### config.mk
export PLATFORM = sky130hd
export DESIGN_NAME = texel_format_encoder
export DESIGN_NICKNAME = d
export VERILOG_FILES = /design/src/hdl/tfe_pkg.sv /design/src/hdl/texel_format_encoder.sv /design/src/hdl/tfe_ctrl.sv /design/src/hdl/tfe_datapath.sv
export SDC_FILE = /design/constraint.sdc
export NUM_CORES = 1
export LEC_CHECK = 0
export BUFFER_PORTS_ARGS = -buffer_cell sky130_fd_sc_hd__buf_4
export CAP_MARGIN = 10
export CORE_MARGIN = 3
export CORE_UTILIZATION = 45
export DETAILED_ROUTE_END_ITERATION = 7
export SLEW_MARGIN = 5
export SYNTH_ARGS = -nofsm -noshare
export SYNTH_HDL_FRONTEND = slang
export SYNTH_SLANG_ARGS = --single-unit
### constraint.sdc
create_clock -name clk_i -period 8.7 [get_ports clk_i]
set_input_delay 1.74 -clock clk_i [delete_from_list [all_inputs] [get_ports clk_i]]
set_output_delay 1.74 -clock clk_i [all_outputs]
set_load 0.02 [all_outputs]
### src/hdl/tfe_pkg.sv
package tfe_pkg;

  localparam int unsigned TILE_PIXELS = 16;
  localparam int unsigned TILE_IDX_W  = $clog2(TILE_PIXELS);

  localparam int unsigned IN_TDATA_W  = 32;
  localparam int unsigned OUT_TDATA_W = 24;

  localparam logic [15:0] GREY_WR = 16'd13933;
  localparam logic [15:0] GREY_WG = 16'd46871;
  localparam logic [15:0] GREY_WB = 16'd4732;

  localparam logic [7:0] RGB5A3_OPAQUE_MIN = 8'hE0;

  localparam logic [1:0] OUT_ONE_BYTE  = 2'd1;
  localparam logic [1:0] OUT_TWO_BYTES = 2'd2;

  typedef enum logic [2:0] {
    FMT_I4     = 3'd0,
    FMT_I8     = 3'd1,
    FMT_IA4    = 3'd2,
    FMT_IA8    = 3'd3,
    FMT_RGB565 = 3'd4,
    FMT_RGB5A3 = 3'd5,
    FMT_RGBA8  = 3'd6
  } tfe_fmt_e;

  typedef enum logic [3:0] {
    S_IDLE = 4'b0001,
    S_CALC = 4'b0010,
    S_READ = 4'b0100,
    S_SEND = 4'b1000
  } tfe_state_e;

  typedef enum logic {
    SEL_PIXEL = 1'b0,
    SEL_STORE = 1'b1
  } tfe_sel_e;

  typedef struct packed {
    logic     capture;
    logic     commit;
    logic     out_load;
    tfe_sel_e out_sel;
    logic     out_last;
    logic     ptr_clr;
    logic     rd_en;
    logic     ptr_inc;
  } tfe_cmd_t;

  typedef struct packed {
    logic has_result;
    logic flush_needed;
    logic out_free;
    logic ptr_last;
  } tfe_status_t;

endpackage

### src/hdl/texel_format_encoder.sv
// Texel format encoder: converts RGBA8 pixels, already in tile scan order, into one of the
// texel formats I4, I8, IA4, IA8, RGB565, RGB5A3 or RGBA8 chosen by the format register, and
// writing that register also restarts the I4 pairing and the RGBA8 tile count. Each pixel
// goes through two steps, one to capture it and form the luma products and one to encode it
// into the output register, which waits while the output stage is held up; a new pixel is
// taken only after that. An I4 pixel of even position and a pixel under an unused format
// code give no transfer. In RGBA8 the sixteenth pixel of a tile is followed by a flush of
// the sixteen stored green-blue words, each a registered read of the store, then the load
// of the output register. Single-byte results sit in the low byte of the word.
module texel_format_encoder (
  input  logic                                   clk_i,
  input  logic                                   rst_ni,
  input  logic                                   cfg_we_i,
  input  logic [2:0]                             cfg_wdata_i,
  input  logic                                   s_axis_tvalid,
  output logic                                   s_axis_tready,
  // red [7:0], green [15:8], blue [23:16], alpha [31:24]
  input  logic [tfe_pkg::IN_TDATA_W-1:0]         s_axis_tdata,
  // pad_pixel
  input  logic                                   s_axis_tuser,
  output logic                                   m_axis_tvalid,
  input  logic                                   m_axis_tready,
  // out_word [15:0], out_bytes [17:16], zero [23:18]
  output logic [tfe_pkg::OUT_TDATA_W-1:0]        m_axis_tdata,
  output logic                                   m_axis_tlast
);
  import tfe_pkg::*;

  tfe_cmd_t    cmd;
  tfe_status_t status;

  tfe_ctrl u_ctrl (
    .clk_i      (clk_i),
    .rst_ni     (rst_ni),
    .in_valid_i (s_axis_tvalid),
    .in_ready_o (s_axis_tready),
    .status_i   (status),
    .cmd_o      (cmd)
  );

  tfe_datapath u_datapath (
    .clk_i       (clk_i),
    .rst_ni      (rst_ni),
    .cfg_we_i    (cfg_we_i),
    .cfg_wdata_i (cfg_wdata_i),
    .pix_data_i  (s_axis_tdata),
    .pix_pad_i   (s_axis_tuser),
    .cmd_i       (cmd),
    .status_o    (status),
    .out_valid_o (m_axis_tvalid),
    .out_ready_i (m_axis_tready),
    .out_data_o  (m_axis_tdata),
    .out_last_o  (m_axis_tlast)
  );

endmodule

### src/hdl/tfe_ctrl.sv
module tfe_ctrl (
  input  logic                clk_i,
  input  logic                rst_ni,
  input  logic                in_valid_i,
  output logic                in_ready_o,
  input  tfe_pkg::tfe_status_t status_i,
  output tfe_pkg::tfe_cmd_t    cmd_o
);
  import tfe_pkg::*;

  tfe_state_e state_q, state_d;

  always_ff @(posedge clk_i or negedge rst_ni) begin
    if (!rst_ni) begin
      state_q <= S_IDLE;
    end else begin
      state_q <= state_d;
    end
  end

  always_comb begin
    state_d    = state_q;
    in_ready_o = 1'b0;
    cmd_o      = '0;
    cmd_o.out_sel = SEL_PIXEL;
    case (state_q)
      S_IDLE: begin
        in_ready_o = 1'b1;
        if (in_valid_i) begin
          cmd_o.capture = 1'b1;
          state_d       = S_CALC;
        end
      end
      S_CALC: begin
        if (!status_i.has_result) begin
          cmd_o.commit = 1'b1;
          state_d      = S_IDLE;
        end else if (status_i.out_free) begin
          cmd_o.commit   = 1'b1;
          cmd_o.out_load = 1'b1;
          cmd_o.out_last = !status_i.flush_needed;
          if (status_i.flush_needed) begin
            cmd_o.ptr_clr = 1'b1;
            state_d       = S_READ;
          end else begin
            state_d = S_IDLE;
          end
        end
      end
      S_READ: begin
        cmd_o.rd_en = 1'b1;
        state_d     = S_SEND;
      end
      S_SEND: begin
        if (status_i.out_free) begin
          cmd_o.out_load = 1'b1;
          cmd_o.out_sel  = SEL_STORE;
          cmd_o.out_last = status_i.ptr_last;
          cmd_o.ptr_inc  = 1'b1;
          state_d        = status_i.ptr_last ? S_IDLE : S_READ;
        end
      end
      default: begin
        state_d = S_IDLE;
      end
    endcase
  end

endmodule

### src/hdl/tfe_datapath.sv
module tfe_datapath (
  input  logic                                 clk_i,
  input  logic                                 rst_ni,
  input  logic                                 cfg_we_i,
  input  logic [2:0]                           cfg_wdata_i,
  input  logic [tfe_pkg::IN_TDATA_W-1:0]       pix_data_i,
  input  logic                                 pix_pad_i,
  input  tfe_pkg::tfe_cmd_t                     cmd_i,
  output tfe_pkg::tfe_status_t                  status_o,
  output logic                                 out_valid_o,
  input  logic                                 out_ready_i,
  output logic [tfe_pkg::OUT_TDATA_W-1:0]      out_data_o,
  output logic                                 out_last_o
);
  import tfe_pkg::*;

  logic [2:0]            fmt_q;
  logic [3:0]            held_q;
  logic                  odd_q;
  logic [TILE_IDX_W-1:0] count_q;
  logic [TILE_IDX_W-1:0] ptr_q;
  logic                  out_valid_q;

  logic [7:0]  red_q, green_q, blue_q, alpha_q;
  logic        pad_q;
  logic [21:0] prod_r_q;
  logic [23:0] prod_g_q;
  logic [20:0] prod_b_q;

  logic [15:0] store_mem [TILE_PIXELS];
  logic [15:0] rd_data_q;

  logic [15:0] out_word_q;
  logic [1:0]  out_bytes_q;
  logic        out_last_q;

  logic [23:0] grey_sum;
  logic [7:0]  grey;
  logic [15:0] pix_word;
  logic [1:0]  pix_bytes;
  logic        has_result;
  logic        is_rgba8;

  assign grey_sum = {2'b00, prod_r_q} + prod_g_q + {3'b000, prod_b_q};
  assign grey     = grey_sum[23:16];
  assign is_rgba8 = (fmt_q == FMT_RGBA8);

  always_comb begin
    pix_word   = '0;
    pix_bytes  = OUT_TWO_BYTES;
    has_result = 1'b1;
    case (fmt_q)
      FMT_I4: begin
        pix_bytes  = OUT_ONE_BYTE;
        pix_word   = {8'h00, held_q, pad_q ? 4'h0 : grey[7:4]};
        has_result = odd_q;
      end
      FMT_I8: begin
        pix_bytes = OUT_ONE_BYTE;
        pix_word  = {8'h00, grey};
      end
      FMT_IA4: begin
        pix_bytes = OUT_ONE_BYTE;
        pix_word  = {8'h00, alpha_q[7:4], grey[7:4]};
      end
      FMT_IA8: begin
        pix_word = {alpha_q, grey};
      end
      FMT_RGB565: begin
        pix_word = {red_q[7:3], green_q[7:2], blue_q[7:3]};
      end
      FMT_RGB5A3: begin
        if (alpha_q < RGB5A3_OPAQUE_MIN) begin
          pix_word = {1'b0, alpha_q[7:5], red_q[7:4], green_q[7:4], blue_q[7:4]};
        end else begin
          pix_word = {1'b1, red_q[7:3], green_q[7:3], blue_q[7:3]};
        end
      end
      FMT_RGBA8: begin
        pix_word = {alpha_q, red_q};
      end
      default: begin
        has_result = 1'b0;
      end
    endcase
    // In I4 a padding pixel only zeroes its own nibble; the held nibble still goes out.
    if (pad_q && (fmt_q != FMT_I4)) begin
      pix_word = '0;
    end
  end

  assign status_o.has_result   = has_result;
  assign status_o.flush_needed = is_rgba8 && (count_q == TILE_IDX_W'(TILE_PIXELS - 1));
  assign status_o.out_free     = !out_valid_q || out_ready_i;
  assign status_o.ptr_last     = (ptr_q == TILE_IDX_W'(TILE_PIXELS - 1));

  always_ff @(posedge clk_i or negedge rst_ni) begin
    if (!rst_ni) begin
      fmt_q       <= FMT_I4;
      held_q      <= '0;
      odd_q       <= 1'b0;
      count_q     <= '0;
      ptr_q       <= '0;
      out_valid_q <= 1'b0;
    end else begin
      if (cfg_we_i) begin
        fmt_q   <= cfg_wdata_i;
        held_q  <= '0;
        odd_q   <= 1'b0;
        count_q <= '0;
      end else if (cmd_i.commit) begin
        if (fmt_q == FMT_I4) begin
          if (!odd_q) begin
            held_q <= pad_q ? 4'h0 : grey[7:4];
          end
          odd_q <= !odd_q;
        end
        if (is_rgba8) begin
          count_q <= count_q + 1'b1;
        end
      end
      if (cmd_i.ptr_clr) begin
        ptr_q <= '0;
      end else if (cmd_i.ptr_inc) begin
        ptr_q <= ptr_q + 1'b1;
      end
      if (cmd_i.out_load) begin
        out_valid_q <= 1'b1;
      end else if (out_ready_i) begin
        out_valid_q <= 1'b0;
      end
    end
  end

  always_ff @(posedge clk_i) begin
    if (cmd_i.capture) begin
      red_q    <= pix_data_i[7:0];
      green_q  <= pix_data_i[15:8];
      blue_q   <= pix_data_i[23:16];
      alpha_q  <= pix_data_i[31:24];
      pad_q    <= pix_pad_i;
      prod_r_q <= 22'(pix_data_i[7:0]) * GREY_WR;
      prod_g_q <= 24'(pix_data_i[15:8]) * GREY_WG;
      prod_b_q <= 21'(pix_data_i[23:16]) * GREY_WB;
    end
    if (cmd_i.out_load) begin
      out_last_q <= cmd_i.out_last;
      if (cmd_i.out_sel == SEL_STORE) begin
        out_word_q  <= rd_data_q;
        out_bytes_q <= OUT_TWO_BYTES;
      end else begin
        out_word_q  <= pix_word;
        out_bytes_q <= pix_bytes;
      end
    end
  end

  always_ff @(posedge clk_i) begin
    if (cmd_i.commit && is_rgba8) begin
      store_mem[count_q] <= pad_q ? 16'h0000 : {green_q, blue_q};
    end
    if (cmd_i.rd_en) begin
      rd_data_q <= store_mem[ptr_q];
    end
  end

  assign out_valid_o = out_valid_q;
  assign out_data_o  = {6'b000000, out_bytes_q, out_word_q};
  assign out_last_o  = out_last_q;

endmodule

# Word-level counts from Yosys, hierarchy flattened

Memory sizes are Yosys's and may differ from the RTL's. A register that Yosys moved wholly into a read port is not among the register bits.
Cells that the tools add are included.

Magnitude comparators: 1
Add/subtract/negate cells: 4
Muxes and demuxes: 49
Multipliers: 3
Reduce and logical (&&, ||, !) cells: 20
Eq/ne operators: 16

Operator list:

| operator              | number |
|---|---|
| $pmux 16 s7           | 1 |
| $mux 16               | 4 |
| $mux 4                | 14 |
| $add 22x24->24        | 1 |
| $add 24x21->24        | 1 |
| $mul 8x16->24 const B | 1 |
| $mul 8x14->22 const B | 1 |
| $mul 8x11->19 const B | 1 |
| $mux 1                | 19 |
| $pmux 4 s4            | 1 |
| $eq 4x4->1 const B    | 3 |
| $reduce_bool 2->1     | 5 |
| $eq 3x3->1 const B    | 3 |
| $mux 3                | 3 |
| $add 4x1->4 const B   | 2 |
| $lt 8x8->1 const B    | 1 |
| $mux 2                | 4 |
| $eq 3x2->1 const B    | 2 |
| $ne 2x2->1 const B    | 3 |
| $pmux 1 s2            | 3 |
| $reduce_and 3->1      | 2 |
| $reduce_or 6->1       | 1 |
| $eq 4x1->1 const B    | 1 |
| $eq 4x2->1 const B    | 1 |
| 10 further kinds      | 15 |

Memories: 1
Input port bits: 41
Flip-flop bits (word level): 138
RAM bits: 256
Logic and storage cells: 112
Output and inout bits: 27

Memories:

| name                 | words | bits a word | rd ports | clocked after memory_dff | write ports | RTL line           | text |
|---|---|---|---|---|---|---|---|
| u_datapath.store_mem | 16    | 16          | 1        | 1                        | 1           | tfe_datapath.sv:30 | `logic [15:0] store_mem [TILE_PIXELS];` |

# Logic depth before layout (Yosys ltp)

Gate-level depths: netlist (run 1).

Word-level depth: 8
Depth in mapped cells: 16
Depth with buffers taken out: 16

# Hierarchy

Synthesis (run 1) repeated with hierarchy kept, for this count alone.

Cells, all modules: 1529
Area, all modules: 22540.4 sq um

By module, submodules not included:

| module       | sequential area each (sq um) | cells each | area each (sq um) | times used |
|---|---|---|---|---|
| tfe_datapath | 11986.5                      | 1494       | 22226.3           | 1 |
| tfe_ctrl     | 101.3                        | 35         | 314.1             | 1 |

# Worst setup path after synthesis (run 1)

Ideal clock, no wire load.

Path kind: input-to-reg
Start point: input port s_axis_tvalid
End point: register u_datapath.alpha_q[0] (enable)
Path slack: 2.474 ns
Required time: 8.152 ns
Cell stages on the path: 2
Arrival time: 5.678 ns
Cell sequence: inv_1 nor2_1

RTL lines:

| item                 | RTL line                   | text |
|---|---|---|
| start, declared      | texel_format_encoder.sv:15 | `input logic s_axis_tvalid,` |
| end signal, assigned | tfe_datapath.sv:140        | `alpha_q <= pix_data_i[31:24];` |
| end, declared        | tfe_datapath.sv:24         | `logic [7:0] red_q, green_q, blue_q, alpha_q;` |

# Worst setup path after layout (run 1)

Start point: input port s_axis_tdata[5] (netlist name)
End point: register u_datapath.prod_r_q[21], data pin

Cells in the longest elaborated chain, start to end: 1

RTL lines:

| item                 | RTL line                   | text |
|---|---|---|
| start, declared      | texel_format_encoder.sv:18 | `input logic [tfe_pkg::IN_TDATA_W-1:0] s_axis_tdata,` |
| $mul 8x14->22        | tfe_datapath.sv:142        | `prod_r_q <= 22'(pix_data_i[7:0]) * GREY_WR;` |
| end signal, assigned | tfe_datapath.sv:142        |  |
| end, declared        | tfe_datapath.sv:26         | `logic [21:0] prod_r_q;` |

No other way between the ends.
A chain may end at the register's enable or synchronous reset.

==> results.sh, run 1 <==
export IMPL_cpLargestDelayFamily="adder cells"
export IMPL_cap_violations=0
export IMPL_relSlewSlack_pct=21.30
export IMPL_ys_ff_latch=406
export IMPL_wl_um=51520
export IMPL_worstSetupEndpointType="flip-flop"
export IMPL_worst_path_buf_inv=1
export IMPL_yosysWarnings=0
export IMPL_slowest_delay_ps=590
export IMPL_placed_cell_area_sq_um=23860
export IMPL_cts_sinks=406
export IMPL_drtAntennaViolNets=0
export IMPL_max_clock_freq_mhz=186.4
export IMPL_final_common_cell="edfxtp_1"
export IMPL_post_route_min_period_ps=5365
export IMPL_crit_arrival_ps=5660
export IMPL_hpwl_um=35260
export IMPL_antenna_cells=0
export IMPL_viasPerCell=5.492
export IMPL_grt_remaining_overflow=0
export IMPL_antenna_found_initial=0
export IMPL_power_density_nw_per_um2=287.2
export IMPL_hold_ws_ps=529.6
export IMPL_hold_buffers=0
export IMPL_crit_chain="buf_4, ha_1, fa_1, fa_1, fa_1, ha_1, a2111oi_1, o211ai_1, nand2_1, a21oi_2, o41ai_4, o2111ai_1, a21oi_1, xnor2_1"
export IMPL_cp_start_kind="input pin"
export IMPL_fillCellCount=4218
export IMPL_numCtsBuffers=43
export IMPL_synth_edf_count=385
export IMPL_area_delta_synth_final_pct=11.66
export IMPL_power_leakage_nw=9.697
export IMPL_wl_per_cell_um=22.23
export IMPL_yosysSeqAreaShare_pct=53.59
export IMPL_rsz0062_at_grt="false"
export IMPL_fin_setup_tns_ps=0
export IMPL_layout_drive_gt1_share_pct=15.54
export IMPL_slowest_stage="fa_1"
export IMPL_ctsResizeCount=0
export IMPL_nets=1952
export IMPL_cts_root_buffer="clkbuf_16"
export IMPL_insertion_delay_ps=580
export IMPL_core_area_sq_um=49250
export IMPL_boundaryPins=68
export IMPL_die_y_um=229.9
export IMPL_dieArea_sq_um=52850
export IMPL_ys_async_sr_fraction_pct=5.172
export IMPL_cp_data_required_time_ps=8990
export IMPL_place_congestion=0.8417
export IMPL_min_period_over_period_pct=61.67
export IMPL_grt_usage_pct=19.94
export IMPL_path_class="input pin to flip-flop"
export IMPL_num_rows=81
export IMPL_path_clk_slew_ps=60
export IMPL_post_cts_buffers=0
export IMPL_status="complete, no violations"
export IMPL_tightest_slew_ps=1181
export IMPL_hold_viol_final=0
export IMPL_min_path_type="flip-flop to flip-flop"
export IMPL_start_util_pct=45.80
export IMPL_mostFrequentLayoutCells="edfxtp_1 (385), inv_1 (188), ha_1 (185), fa_1 (101), mux4_2 (84)"
export IMPL_final_area_sq_um=25190
export IMPL_grt_pass1_wl_um=80030
export IMPL_syn_area_per_cell_sq_um=14.70
export IMPL_grt_pass1_vias=13320
export IMPL_ir_drop_uv=160.9
export IMPL_synth_cell_type_count=77
export IMPL_syn_inst=1535
export IMPL_vias=12730
export IMPL_die_width_um=229.9
export IMPL_path_common_cell="fa_1"
export IMPL_critPathMaxFanout=6
export IMPL_slew_viol_final=0
export IMPL_drc=0
export IMPL_synth_main_ff_cell="edfxtp_1"
export IMPL_skew_ps=29.89
export IMPL_firstDrtPassIters=5
export IMPL_htree_levels=2
export IMPL_grt_max_degree=75
export IMPL_synthesis_area_sq_um=22560
export IMPL_clockBufferDepth=3
export IMPL_setup_viol=0
export IMPL_io_buffers=61
export IMPL_report_power_total_mw=7.234
export IMPL_cts_tree="yes"
export IMPL_drt_iter0_drc=886
cell families (layout without fill, tap and decap cells):
logic type | after synthesis | in the layout | synth area share, %
fa+ha+maj | 286 | 286 | 19.22
simple gates | 248 | 248 | 5.713
mux | 97 | 97 | 8.974
flops | 406 | 406 | 53.59
xor+xnor | 59 | 59 | 2.357
buf+inv | 232 | 346 | 4.016
compound gates | 206 | 206 | 6.112
other cells | 1 | 6 | 0.01662
worst min-delay path: cells and delay by family (launching register included):
| kind | cells | cell delay (ps) |
|---|---|---|
| flip-flops | 1 | 320 |
| AND/OR/NAND/NOR | 1 | 40 |
| AO/OA/AOI/OAI | 1 | 60 |
registers in the layout (all words and copies together) (netlist names):
register / cells
u_datapath.store_mem: 256
u_datapath.prod_g_q: 24
u_datapath.prod_r_q: 22
u_datapath.prod_b_q: 18
u_datapath.out_word_q: 16
u_datapath.rd_data_q: 16
u_datapath.alpha_q: 8
u_datapath.blue_q: 8
u_datapath.green_q: 7
u_datapath.red_q: 6
u_ctrl.state_q: 4
u_datapath.count_q: 4
u_datapath.held_q: 4
u_datapath.ptr_q: 4
u_datapath.fmt_q: 3
u_datapath.out_bytes_q: 2
u_datapath.odd_q: 1
u_datapath.out_last_o: 1
u_datapath.out_valid_o: 1
u_datapath.pad_q: 1
per-stage QoR:
stage	setup slack, ps	cells	util (%)
6_report	3335	2318	51.14
5_1_grt	3095	2318	51.14
4_1_cts	3328	2318	51.14
3_5_place_dp	2748	2244	48.44
3_3_place_gp	2885	2244	48.44
2_1_floorplan	2474	1540	-
power breakdown:
| part | total [mW] | internal (mW) | leakage (nW) | switching [mW] |
|---|---|---|---|---|
| sequential | 2.66 | 2.52 | 3.81 | 0.147 |
| combinational | 2.82 | 1.17 | 5.23 | 1.65 |
| clock | 1.75 | 0.988 | 0.651 | 0.764 |
synth_stat cells (12+ instances only):
cell type / number / area [sq um]
a21o_1: 13 / 97.59
a21oi_1: 60 / 300.3
a22oi_1: 12 / 90.09
and2_1: 15 / 93.84
clkbuf_1: 21 / 78.83
dfrtp_1: 20 / 500.5
edfxtp_1: 385 / 11560
fa_1: 101 / 2022
ha_1: 185 / 2315
inv_1: 188 / 705.7
mux4_2: 84 / 1892
nand2_1: 61 / 229.0
nand2b_1: 14 / 87.58
nand3_1: 15 / 75.07
nand3b_1: 13 / 97.59
nor2_1: 52 / 195.2
nor2b_1: 26 / 162.7
nor3_1: 14 / 70.07
o21ai_0: 30 / 150.1
o21ai_1: 13 / 65.06
o22ai_1: 13 / 81.33
xnor2_1: 43 / 376.6
xor2_1: 14 / 122.6
path summary, 6_finish.rpt:
path                                          from                           to  slack [ps]  cells past startpoint
hold reg to reg            u_datapath.rd_data_q[9]     u_datapath.out_word_q[9]         530                      2
hold / removal             u_datapath.rd_data_q[9]     u_datapath.out_word_q[9]         530                      2
min in group asynchronous                   rst_ni        u_datapath.count_q[2]        1070                      1
max in group asynchronous                   rst_ni            u_ctrl.state_q[0]        7340                      1
setup / recovery                   s_axis_tdata[5]      u_datapath.prod_r_q[21]        3330                     14
setup reg to reg               u_datapath.fmt_q[2]  u_datapath.store_mem[13][4]        4990                      6
layer usage:
layer  wire length (um)  vias to the layer above  global-route usage (%)
li1                   -                     5843                       -
met1              22120                     6515                   27.13
met3               2442                       79                   3.184
met2              25410                      294                   33.27
met4               1547                        0                   5.943
met5                  0                        -                       0
area by class of cell:
class	instances	area, sq um	area share (%)
flip-flops and latches	406	12090	48.02
multi-input cells	902	9603	38.13
clock buffers	54	1127	4.476
well taps	664	830.8	3.298
inverters	190	713.2	2.831
repair buffers	82	615.6	2.444
clock inverters	20	203.9	0.8097
Power figures use the tool's default switching activity.
==> run 2: changes to the inputs <==
==> constraint.sdc (replaced) <==
create_clock -name clk_i -period 4.45 [get_ports clk_i]
set_input_delay 0.89 -clock clk_i [delete_from_list [all_inputs] [get_ports clk_i]]
set_output_delay 0.89 -clock clk_i [all_outputs]
set_load 0.02 [all_outputs]
==> results.sh, run 2 (synthesized netlist as in run 1, its figures left out) <==
export IMPL_wl_per_cell_um=21.04
export IMPL_final_common_cell="edfxtp_1"
export IMPL_cap_violations=0
export IMPL_place_congestion=0.8729
export IMPL_die_y_um=229.9
export IMPL_setup_viol=0
export IMPL_vias=13090
export IMPL_status="complete, no violations"
export IMPL_r2r_start="u_datapath.fmt_q[0]"
export IMPL_fin_setup_tns_ps=0
export IMPL_post_route_min_period_ps=4326
export IMPL_drtAntennaViolNets=0
export IMPL_drc=0
export IMPL_path_clk_slew_ps=60
export IMPL_skew_ps=30.84
export IMPL_grt_pass1_wl_um=80450
export IMPL_mostFrequentLayoutCells="edfxtp_1 (385), buf_4 (202), inv_1 (185), ha_1 (177), fa_1 (98)"
export IMPL_p_seq_share_pct=35.1
export IMPL_hold_buffers=0
export IMPL_cts_root_buffer="clkbuf_16"
export IMPL_largest_register="u_datapath.store_mem"
export IMPL_pwr_share_comb_pct=42.1
export IMPL_grt_usage_pct=19.97
export IMPL_viasPerCell=5.334
export IMPL_numCtsBuffers=43
export IMPL_power_share_clock_pct=22.8
export IMPL_antenna_found_initial=2
export IMPL_fillCellCount=4149
export IMPL_crit_chain="buf_4, ha_4, fa_2, fa_1, fa_1, ha_4, a2111oi_4, o211ai_1, nand2_1, a21oi_4, o41ai_4, o2111ai_1, a21oi_1, xnor2_1"
export IMPL_final_area_sq_um=26310
export IMPL_cpLargestDelayFamily="adder cells"
export IMPL_path_class="input pin to flip-flop"
export IMPL_crit_arrival_ps=4620
export IMPL_die_width_um=229.9
export IMPL_ir_drop_uv=304.7
export IMPL_reg_top3="u_datapath.store_mem (256), u_datapath.prod_g_q (24), u_datapath.prod_r_q (22)"
export IMPL_worst_path_buf_inv=1
export IMPL_power_density_nw_per_um2=561.3
export IMPL_power_leakage_nw=10.32
export IMPL_grt_max_degree=73
export IMPL_num_rows=81
export IMPL_grt_pass1_vias=13780
export IMPL_instances_no_fill=2453
export IMPL_slowest_delay_ps=560
export IMPL_clockBufferDepth=3
export IMPL_hold_viol_final=0
export IMPL_rsz0062_at_grt="true"
export IMPL_area_delta_synth_final_pct=16.65
export IMPL_start_util_pct=45.80
export IMPL_firstDrtPassIters=5
export IMPL_worstSetupEndpointType="flip-flop"
export IMPL_power_switching_mw=5.147
export IMPL_cts_sinks=406
export IMPL_relSlewSlack_pct=24.56
export IMPL_internal_power_mw=9.622
export IMPL_htree_levels=2
export IMPL_core_area_sq_um=49250
export IMPL_cp_start_kind="input pin"
export IMPL_io_buffers=61
export IMPL_insertion_delay_ps=570
export IMPL_placed_cell_area_sq_um=24870
export IMPL_critPathMaxFanout=4
export IMPL_dp_cells=2369
export IMPL_nets=2079
export IMPL_reg2reg_depth=6
export IMPL_min_period_over_period_pct=97.22
export IMPL_dieArea_sq_um=52850
export IMPL_slew_viol_final=0
export IMPL_hpwl_um=37280
export IMPL_cts_tree="yes"
export IMPL_rr_endpoint="u_datapath.store_mem[12][14]"
export IMPL_grt_remaining_overflow=0
export IMPL_cp_data_required_time_ps=4750
export IMPL_wl_um=51600
export IMPL_boundaryPins=68
export IMPL_max_clock_freq_mhz=231.1
export IMPL_min_path_type="input pin to asynchronous set/reset pin"
export IMPL_tightest_slew_ps=1132
export IMPL_p_sw_share_pct=34.85
export IMPL_layout_drive_gt1_share_pct=22.05
export IMPL_largest_register_ffs=256
export IMPL_drt_iter0_drc=876
export IMPL_ff2ff_setup_slack_ps=840
export IMPL_report_power_total_mw=14.77
export IMPL_hold_ws_ps=213.0
export IMPL_slowest_stage="fa_1"
-- run 2: cell count changes in the layout (fill, tap and decap cells not counted), sizes merged --
cell	change
clkinvlp	+2
clkinv	+2
buf	+127
inv	-1
clkbuf	+4
bufinv	-1
diode	+2
-- run 2: through the flow --
| step | utilization [%] | setup WS (ps) |
|---|---|---|
| after floorplan | - | -16.33 |
| after global placement | 50.50 | -338.8 |
| after detailed placement | 50.50 | -448.0 |
| after CTS | 53.18 | 129.5 |
| after global routing | 53.41 | -11.20 |
| final | 53.42 | 123.7 |
-- run 2: worst max path at each step --
stage                         start                      end  slack [ps]  cells after the start
finish              s_axis_tdata[7]  u_datapath.prod_r_q[21]         120                     14
global route        s_axis_tdata[3]  u_datapath.prod_r_q[21]         -10                     16
CTS                 s_axis_tdata[5]  u_datapath.prod_r_q[21]         130                     14
detailed placement  s_axis_tdata[5]  u_datapath.prod_r_q[21]        -450                     14
global placement    s_axis_tdata[5]  u_datapath.prod_r_q[21]        -340                     14
floorplan           s_axis_tdata[5]  u_datapath.prod_r_q[21]         -20                     13
-- run 2: layer usage --
layer  routed length [um]  GRT usage (%)  part of all wire [%]  up-vias
met3                 2196          3.233                   4.3       73
met1                22320          27.03                    43     6637
met4                 1559          6.333                   3.0        0
met5                    0              0                     0        -
met2                25530          33.29                    49      262
li1                     -              -                     -     6113
-- run 2: timing repair --
action | in CTS | in global routing
buffers inserted | 0 | 2
endpoints found under the setup margin | 0 | 2
gates resized for setup | 0 | 19
-- run 2: layout make-up --
class,instances,area [sq um],share of cell area (%)
antenna,2,5.005,0.01902
clock buffer,58,1142,4.341
clock inverter,22,180.2,0.6847
inverter,190,713.2,2.710
multi-input combinational,902,9718,36.93
sequential,406,12090,45.96
tap,664,830.8,3.157
timing repair buffer,209,1630,6.196
-- run 2: power by group through the flow --
| stage | Sequential (mW) | Clock [mW] | Combinational, mW |
|---|---|---|---|
| after floorplan | 5.19 | 0 | 4.12 |
| after global placement | 5.27 | 0 | 6.11 |
| after detailed placement | 5.27 | 0 | 6.17 |
| after CTS | 5.19 | 3.43 | 6.24 |
| after global routing | 5.22 | 3.59 | 7.02 |
| final | 5.19 | 3.36 | 6.22 |
